`config.mk`:
```
export PLATFORM = sky130hd
export DESIGN_NAME = pid_controller_antiwindup
export DESIGN_NICKNAME = d
export VERILOG_FILES = /design/src/design/pidaw_pkg.sv /design/src/design/pidaw_ctrl.sv /design/src/design/pidaw_dp.sv /design/src/design/pid_controller_antiwindup.sv
export SDC_FILE = /design/constraint.sdc
export NUM_CORES = 2
export LEC_CHECK = 0
export ABC_AREA = 1
export BUFFER_PORTS_ARGS = -buffer_cell sky130_fd_sc_hd__buf_2
export CAP_MARGIN = 40
export CELL_PAD_IN_SITES_DETAIL_PLACEMENT = 1
export CELL_PAD_IN_SITES_GLOBAL_PLACEMENT = 1
export CORE_MARGIN = 4
export CORE_UTILIZATION = 50
export CTS_CLUSTER_DIAMETER = 150
export DETAILED_ROUTE_END_ITERATION = 6
export HOLD_SLACK_MARGIN = 0.15
export PLACE_DENSITY = 0.81
export RECOVER_POWER = 25
export SLEW_MARGIN = 20
export SYNTH_ARGS = -nofsm -noshare
export SYNTH_HDL_FRONTEND = slang
export SYNTH_SLANG_ARGS = --single-unit
```
`constraint.sdc`:
```
create_clock -name clock -period 11.35 [get_ports clock]
set_input_delay 2.27 -clock clock [delete_from_list [all_inputs] [get_ports clock]]
set_output_delay 2.27 -clock clock [all_outputs]
set_load 0.1 [all_outputs]
```
`src/design/pidaw_pkg.sv`:
```
// ----------------------------------------------------------------------------
// pidaw_pkg
// types, register indexes and fixed-point helpers for the pid controller
// ----------------------------------------------------------------------------
package pidaw_pkg;

   // register indexes
   localparam logic [2:0] REG_GAIN_P          = 3'd0;
   localparam logic [2:0] REG_GAIN_I          = 3'd1;
   localparam logic [2:0] REG_GAIN_D          = 3'd2;
   localparam logic [2:0] REG_LOOP_PERIOD     = 3'd3;
   localparam logic [2:0] REG_INV_LOOP_PERIOD = 3'd4;
   localparam logic [2:0] REG_INTEGRAL_LIMIT  = 3'd5;

   localparam int QSHIFT = 16;

   // controller states
   typedef enum logic [3:0] {
      ST_IDLE,
      ST_ERR,
      ST_DIF,
      ST_INT,
      ST_DER,
      ST_PTERM,
      ST_ITERM,
      ST_DTERM
   } state_type;

   // shared multiplier operand pairs
   typedef enum logic [2:0] {
      MUL_ERR_PERIOD,
      MUL_DIF_INV,
      MUL_GP_ERR,
      MUL_GI_INT,
      MUL_GD_DER
   } mul_sel_type;

   // controller to datapath commands
   typedef struct packed {
      logic        load_in;
      logic        ld_err;
      logic        ld_dif;
      logic        ld_int;
      logic        ld_der;
      logic        acc_init;
      logic        acc_add;
      logic        ld_out;
      logic        mul_en;
      mul_sel_type mul_sel;
   } cmd_type;

   // q16.16 product: floor shift, then saturate to 32 bits
   function automatic logic signed [31:0] q_sat(input logic signed [63:0] p);
      logic signed [47:0] sh;
      sh = 48'(p >>> QSHIFT);
      if (sh[47:31] == {17{1'b0}} || sh[47:31] == {17{1'b1}}) begin
         q_sat = sh[31:0];
      end else if (sh[47]) begin
         q_sat = 32'sh8000_0000;
      end else begin
         q_sat = 32'sh7fff_ffff;
      end
   endfunction

   // saturate a 33-bit sum
   function automatic logic signed [31:0] sat33(input logic signed [32:0] v);
      if (v[32] == v[31]) begin
         sat33 = v[31:0];
      end else if (v[32]) begin
         sat33 = 32'sh8000_0000;
      end else begin
         sat33 = 32'sh7fff_ffff;
      end
   endfunction

   // saturate a 34-bit sum
   function automatic logic signed [31:0] sat34(input logic signed [33:0] v);
      if (v[33:31] == 3'b000 || v[33:31] == 3'b111) begin
         sat34 = v[31:0];
      end else if (v[33]) begin
         sat34 = 32'sh8000_0000;
      end else begin
         sat34 = 32'sh7fff_ffff;
      end
   endfunction

endpackage

```
`src/design/pidaw_ctrl.sv`:
```
// ----------------------------------------------------------------------------
// pidaw_ctrl
// sequencer for one loop tick and owner of the result valid flag
// ----------------------------------------------------------------------------
module pidaw_ctrl
   import pidaw_pkg::*;
(
   input  logic    clock,
   input  logic    reset,
   input  logic    in_valid,
   output logic    in_ready,
   output logic    out_valid,
   input  logic    out_ready,
   output cmd_type cmd
);

   state_type state_ff, state_in;
   logic      out_valid_ff, out_valid_in;
   logic      slot_free;

   assign slot_free = !out_valid_ff || out_ready;

   // next state
   always_comb begin
      state_in = state_ff;
      unique case (state_ff)
         ST_IDLE:  if (in_valid) state_in = ST_ERR;
         ST_ERR:   state_in = ST_DIF;
         ST_DIF:   state_in = ST_INT;
         ST_INT:   state_in = ST_DER;
         ST_DER:   state_in = ST_PTERM;
         ST_PTERM: state_in = ST_ITERM;
         ST_ITERM: state_in = ST_DTERM;
         ST_DTERM: if (slot_free) state_in = ST_IDLE;
         default:  state_in = ST_IDLE;
      endcase
   end

   // commands
   always_comb begin
      cmd         = '0;
      cmd.mul_sel = MUL_ERR_PERIOD;
      in_ready    = 1'b0;
      unique case (state_ff)
         ST_IDLE: begin
            in_ready    = 1'b1;
            cmd.load_in = in_valid;
         end
         ST_ERR: cmd.ld_err = 1'b1;
         ST_DIF: begin
            cmd.ld_dif  = 1'b1;
            cmd.mul_en  = 1'b1;
            cmd.mul_sel = MUL_ERR_PERIOD;
         end
         ST_INT: begin
            cmd.ld_int  = 1'b1;
            cmd.mul_en  = 1'b1;
            cmd.mul_sel = MUL_DIF_INV;
         end
         ST_DER: begin
            cmd.ld_der  = 1'b1;
            cmd.mul_en  = 1'b1;
            cmd.mul_sel = MUL_GP_ERR;
         end
         ST_PTERM: begin
            cmd.acc_init = 1'b1;
            cmd.mul_en   = 1'b1;
            cmd.mul_sel  = MUL_GI_INT;
         end
         ST_ITERM: begin
            cmd.acc_add = 1'b1;
            cmd.mul_en  = 1'b1;
            cmd.mul_sel = MUL_GD_DER;
         end
         ST_DTERM: cmd.ld_out = slot_free;
         default: ;
      endcase
   end

   // result valid flag
   always_comb begin
      out_valid_in = out_valid_ff;
      if (cmd.ld_out) begin
         out_valid_in = 1'b1;
      end else if (out_ready) begin
         out_valid_in = 1'b0;
      end
   end

   always_ff @(posedge clock) begin
      if (reset) begin
         state_ff     <= ST_IDLE;
         out_valid_ff <= 1'b0;
      end else begin
         state_ff     <= state_in;
         out_valid_ff <= out_valid_in;
      end
   end

   assign out_valid = out_valid_ff;

endmodule

```
`src/design/pidaw_dp.sv`:
```
// ----------------------------------------------------------------------------
// pidaw_dp
// registers, loop state and shared 32x32 multiplier of the pid controller
// ----------------------------------------------------------------------------
module pidaw_dp
   import pidaw_pkg::*;
(
   input  logic               clock,
   input  logic               reset,
   input  cmd_type            cmd,
   input  logic signed [31:0] setpoint,
   input  logic signed [31:0] measured,
   input  logic               csr_we,
   input  logic [2:0]         csr_index,
   input  logic [31:0]        csr_wdata,
   output logic signed [31:0] drive
);

   // configuration registers
   logic signed [31:0] gain_p_ff, gain_i_ff, gain_d_ff;
   logic [30:0]        period_ff, inv_period_ff, limit_ff;

   // loop state and working registers
   logic signed [31:0] setpoint_ff, measured_ff;
   logic signed [31:0] err_ff, dif_ff, integ_ff, deriv_ff, last_err_ff;
   logic signed [31:0] drive_ff, drive_in;
   logic signed [63:0] prod_ff, prod_in;
   logic signed [33:0] acc_ff, acc_in;
   logic signed [31:0] mul_a, mul_b, qprod;
   logic signed [31:0] err_in, dif_in, integ_in, isum;
   logic signed [32:0] lim_pos, lim_neg, isum_x;
   logic signed [33:0] total;

   always_ff @(posedge clock) begin
      if (reset) begin
         gain_p_ff     <= '0;
         gain_i_ff     <= '0;
         gain_d_ff     <= '0;
         period_ff     <= 31'd65536;
         inv_period_ff <= 31'd65536;
         limit_ff      <= 31'h7fff_ffff;
      end else if (csr_we) begin
         unique case (csr_index)
            REG_GAIN_P:          gain_p_ff     <= csr_wdata;
            REG_GAIN_I:          gain_i_ff     <= csr_wdata;
            REG_GAIN_D:          gain_d_ff     <= csr_wdata;
            REG_LOOP_PERIOD:     period_ff     <= csr_wdata[30:0];
            REG_INV_LOOP_PERIOD: inv_period_ff <= csr_wdata[30:0];
            REG_INTEGRAL_LIMIT:  limit_ff      <= csr_wdata[30:0];
            default: ;
         endcase
      end
   end

   // multiplier operand select
   always_comb begin
      unique case (cmd.mul_sel)
         MUL_ERR_PERIOD: begin
            mul_a = err_ff;
            mul_b = {1'b0, period_ff};
         end
         MUL_DIF_INV: begin
            mul_a = dif_ff;
            mul_b = {1'b0, inv_period_ff};
         end
         MUL_GP_ERR: begin
            mul_a = gain_p_ff;
            mul_b = err_ff;
         end
         MUL_GI_INT: begin
            mul_a = gain_i_ff;
            mul_b = integ_ff;
         end
         MUL_GD_DER: begin
            mul_a = gain_d_ff;
            mul_b = deriv_ff;
         end
         default: begin
            mul_a = err_ff;
            mul_b = err_ff;
         end
      endcase
   end

   assign prod_in = mul_a * mul_b;
   assign qprod   = q_sat(prod_ff);

   // error and error difference
   assign err_in = sat33(33'(setpoint_ff) - 33'(measured_ff));
   assign dif_in = sat33(33'(err_ff) - 33'(last_err_ff));

   // integral update with clamp to plus or minus the limit
   assign isum    = sat33(33'(integ_ff) + 33'(qprod));
   assign isum_x  = 33'(isum);
   assign lim_pos = $signed({2'b00, limit_ff});
   assign lim_neg = -lim_pos;

   always_comb begin
      priority if (isum_x > lim_pos) begin
         integ_in = lim_pos[31:0];
      end else if (isum_x < lim_neg) begin
         integ_in = lim_neg[31:0];
      end else begin
         integ_in = isum;
      end
   end

   // term accumulation and final saturation
   assign total    = acc_ff + 34'(qprod);
   assign drive_in = sat34(total);

   always_comb begin
      acc_in = acc_ff;
      if (cmd.acc_init) begin
         acc_in = 34'(qprod);
      end else if (cmd.acc_add) begin
         acc_in = total;
      end
   end

   // loop state
   always_ff @(posedge clock) begin
      if (reset) begin
         integ_ff    <= '0;
         last_err_ff <= '0;
      end else begin
         if (cmd.ld_int) integ_ff    <= integ_in;
         if (cmd.ld_dif) last_err_ff <= err_ff;
      end
   end

   // working registers
   always_ff @(posedge clock) begin
      if (cmd.load_in) begin
         setpoint_ff <= setpoint;
         measured_ff <= measured;
      end
      if (cmd.ld_err) err_ff   <= err_in;
      if (cmd.ld_dif) dif_ff   <= dif_in;
      if (cmd.ld_der) deriv_ff <= qprod;
      if (cmd.mul_en) prod_ff  <= prod_in;
      acc_ff <= acc_in;
      if (cmd.ld_out) drive_ff <= drive_in;
   end

   assign drive = drive_ff;

endmodule

```
`src/design/pid_controller_antiwindup.sv`:
```
// ----------------------------------------------------------------------------
// pid_controller_antiwindup
// q16.16 pid controller with integral clamp and one shared multiplier
// ----------------------------------------------------------------------------
//  channel | ports   | payload (low bit up)
//  input   | req_*   | tdata: setpoint[31:0], measured[63:32]
//  result  | rsp_*   | tdata: drive[31:0]
//  config  | csr_*   | index 0..5, data 32 bits, write only
//
//  a tick runs capture, error, then five passes through the
//  single registered 32x32 multiplier with its saturating adders.
//  a new tick is taken only when the sequencer is idle.
//  the result register lets the next tick start while a result waits;
//  the last step stalls until that register is free.
//  reset is synchronous and clears gains, integral and last error.
// ----------------------------------------------------------------------------
module pid_controller_antiwindup
   import pidaw_pkg::*;
(
   input  logic        clock,
   input  logic        reset,
   input  logic        req_tvalid,
   output logic        req_tready,
   input  logic [63:0] req_tdata,   // setpoint, measured
   output logic        rsp_tvalid,
   input  logic        rsp_tready,
   output logic [31:0] rsp_tdata,   // drive
   input  logic        csr_we,
   input  logic [2:0]  csr_index,
   input  logic [31:0] csr_wdata
);

   cmd_type            cmd;
   logic signed [31:0] drive;

   pidaw_ctrl u_ctrl (
      .clock     (clock),
      .reset     (reset),
      .in_valid  (req_tvalid),
      .in_ready  (req_tready),
      .out_valid (rsp_tvalid),
      .out_ready (rsp_tready),
      .cmd       (cmd)
   );

   pidaw_dp u_dp (
      .clock     (clock),
      .reset     (reset),
      .cmd       (cmd),
      .setpoint  (req_tdata[31:0]),
      .measured  (req_tdata[63:32]),
      .csr_we    (csr_we),
      .csr_index (csr_index),
      .csr_wdata (csr_wdata),
      .drive     (drive)
   );

   assign rsp_tdata = drive;

endmodule

```
==> impl_metrics.ini <==
[detailed_routing]
drc = 0
vias_per_cell = 5.83
dr.pass1.iters = 7
postRouteAntennaNets = 0
num_vias = 59100
drt-total-wl_mm = 270
wire_per_inst_um = 26.7
drt_iter0_drc = 5662

[die]
rows = 134
die_area_um2 = 140000
start_util_pct = 50.3
die_h_um = 374
ioPinCount = 138
core_um2 = 133000
chipWidth_um = 374

[critical_path]
cp_top_family = adder cells
worstPathRequired_ns = 11.74
rrSetupSlack_ns = 0.43
start_kind = flop
critPathMaxStageDelay_ns = 0.67
worst-path-stages = 36
path_common_cell = fa_1
cp-end-kind = flop
crit_start = u_ctrl.state_ff[0]$_SDFFE_PP0P_
path_max_fanout = 33
worstSetupPathType = reg -> reg
critPathArrivalTime_ns = 11.30
reg2reg_from = u_ctrl.state_ff[0]$_SDFFE_PP0P_
critical_path_buf_inv_count = 8
r2r_cells = 36
slowest_stage = a221oi_1
r2r_end = u_dp.prod_ff[62]$_DFFE_PN_
crit_end = u_dp.prod_ff[62]$_DFFE_PN_

[grt]
antenna_found_initial = 12
grt_start_max_net_pins = 94
grt_overflow = 0
grt_pass1_vias = 63400
grtUsageTotal_pct = 38.5
grt_first_pass_wirelength_mm = 403

[clock_tree]
clockRootBuffer = clkbuf_16
worstSkewPairLatency_ns = 0.66
cts_made_buffers = 66
cts_sinks = 531
cts_buffer_depth = 3
ctsHoldBuffers = 0
cts.clk_slew.worst_paths_ns = 0.06
post_cts_resized = 0
cts_tree = done
cts-htree-levels = 3
postCtsSetupRepairBufs = 0

[logic_synthesis]
synth_warnings = 0
synth_fp_nets = 9792
ys_seq_elements = 531
synth_seq_area_share_pct = 20.0
syn_area_um2 = 67000
synthArstFlopShare_pct = 0
synthFlopType = edfxtp_1
synth_cells = 8224
synth_edf_count = 274
ys_types = 55
syn_area_per_cell_um2 = 8.15

[timing]
period_needed_ns = 10.92
drv_slew = 181
final_hold_viol_count = 0
fmax_mhz = 91.6
finalSetupViolCount = 0
rsz0062_at_grt = false
worst_slew_pin_slew_ns = 2.78
fin_skew_ns = 0.0262
slew_headroom_pct = -85.0
min_period_over_period_pct = 96.2
setup_tns_ns = 0

[final_layout]
fill_cells = 16200
syn_to_final_growth_pct = 8.11
fin_nets = 9883
fin_area_um2 = 72500
drive_gt1_share_pct = 6.06

[worst_hold_path]
hold_path_class = reg -> reg
hold_depth = 2

[run]
max-cap-violations = 5

[placement]
portBuffers = 137
dpl-instance-area_um2 = 70300
gp_congestion = 1.08
hpwl_mm = 217

[outcome]
failed_checks = max-capacitance violations, max-slew violations
status = finished with violations
## cells in the mapped netlist (all sizes together), types with 3 or more instances
cell type	n	share of area, %
nand2	1608	9.1
inv	1596	8.9
nor2	1102	6.2
fa	1085	32
a21oi	437	3.3
o21ai	431	3.2
ha	379	7.1
edfxtp	274	12
dfxtp	257	7.7
clkbuf	173	0.97
nand3	169	1.3
buf	134	1.0
xor2	116	1.5
nand4	60	0.56
nor3	58	0.43
xnor2	54	0.71
o211ai	48	0.55
nor4	39	0.67
o22ai	30	0.28
a31oi	26	0.25
a22oi	25	0.28
a21o	19	0.21
o21bai	18	0.20
o21a	16	0.18
clkinv	14	0.078
or2	11	0.10
a21boi	9	0.10
a221oi	8	0.10
a211oi	7	0.078
and3	7	0.065
nand3b	6	0.067
and2	3	0.028
## metrics by stage
| stage | util, % | cells | setup slack (ns) | hold slack (ns) |
|---|---|---|---|---|
| finish | 54.4 | 10100 | 0.431 | 0.456 |
| CTS | 54.3 | 10100 | 0.713 | 0.456 |
| floorplan | - | 8224 | 2.25 | 0.425 |
| detailed placement | 52.7 | 10000 | 0.790 | 0.447 |
| global route | 54.4 | 10100 | 0.0929 | 0.479 |
| global placement | 52.5 | 9998 | 0.921 | 0.435 |
## worst min-delay path by stage
stage                                        start                             endpoint  slack, ns
4_1_cts            u_dp.period_ff[23]$_SDFFE_PP0P_      u_dp.period_ff[23]$_SDFFE_PP0P_       0.46
3_3_place_gp       u_dp.period_ff[14]$_SDFFE_PP0P_      u_dp.period_ff[14]$_SDFFE_PP0P_       0.44
3_5_place_dp       u_dp.period_ff[23]$_SDFFE_PP0P_      u_dp.period_ff[23]$_SDFFE_PP0P_       0.45
6_report       u_dp.inv_period_ff[25]$_SDFFE_PP0P_  u_dp.inv_period_ff[25]$_SDFFE_PP0P_       0.46
2_1_floorplan   u_dp.inv_period_ff[0]$_SDFFE_PP0P_   u_dp.inv_period_ff[0]$_SDFFE_PP0P_       0.42
5_1_grt        u_dp.inv_period_ff[25]$_SDFFE_PP0P_  u_dp.inv_period_ff[25]$_SDFFE_PP0P_       0.48
## placed cells by master (no fill, tap or decap), types with 30 or more instances in the layout
cell type	synthesis	layout
inv_1	1576	1575
nor3_1	58	58
o22ai_1	30	30
xor2_1	116	116
nor2_1	1097	1089
a21oi_1	434	430
nand4_1	60	60
edfxtp_1	274	274
dfxtp_1	257	257
buf_4	6	168
clkbuf_1	173	32
clkbuf_16	0	67
o21ai_0	419	419
o211ai_1	47	47
fa_1	1085	1085
buf_2	114	129
ha_1	379	379
nand3_1	167	167
nand2_1	1595	1594
xnor2_1	54	54
## metal layers
layer	share of wire (%)	vias to the layer above	wire length, um	global-route usage, %
met5	0.025	-	68	0
met4	5.6	12	15200	17.5
met3	11	672	30900	11.0
met2	44	3000	118000	58.8
met1	39	29900	106000	50.8
li1	-	25500	-	-
## layout make-up
cell class	count	area, um2	area share (%)
sequential	531	13400	18.5
antenna	4	10.0	0.0138
inverter	1610	6050	8.34
tap	1768	2210	3.05
multi-input combinational	5776	46400	64.0
clock inverter	31	358	0.494
clock buffer	89	1820	2.51
timing repair buffer	330	2290	3.16
## logic make-up (layout without fill, tap and decap cells)
logic type	count (synthesis)	count (layout)	synth area share (%)
and+or+nand+nor	3064	3064	18.5
buffers and inverters	1917	2060	11.0
adders and majority gates	1464	1464	39.5
AOI/OAI and AO/OA	1078	1078	8.81
DFF	531	531	20.0
xor gates and xnor gates	170	170	2.22
other	0	4	0
## state kept, by name, indices dropped and copies added, names as in the netlist, 3 cells and up
signal,flops
u_dp.measured_ff,32
u_dp.err_ff,32
u_dp.acc_ff,34
u_dp.inv_period_ff,31
u_ctrl.state_ff,3
u_dp.limit_ff,31
u_dp.setpoint_ff,32
u_dp.prod_ff,48
u_dp.gain_i_ff,32
u_dp.gain_d_ff,32
u_dp.period_ff,31
u_dp.last_err_ff,32
u_dp.dif_ff,32
u_dp.gain_p_ff,32
u_dp.deriv_ff,32
u_dp.integ_ff,32
u_dp.drive,32
## tightest hold or removal path: cells and delay by family, from the launching register on
kind,cells,cell delay [ns]
flops,1,0.30
buf+inv,1,0.06
compound gates,1,0.05
Power is not shown: default switching activity piles up to over one toggle a cycle in this logic, so the estimate is an artifact.
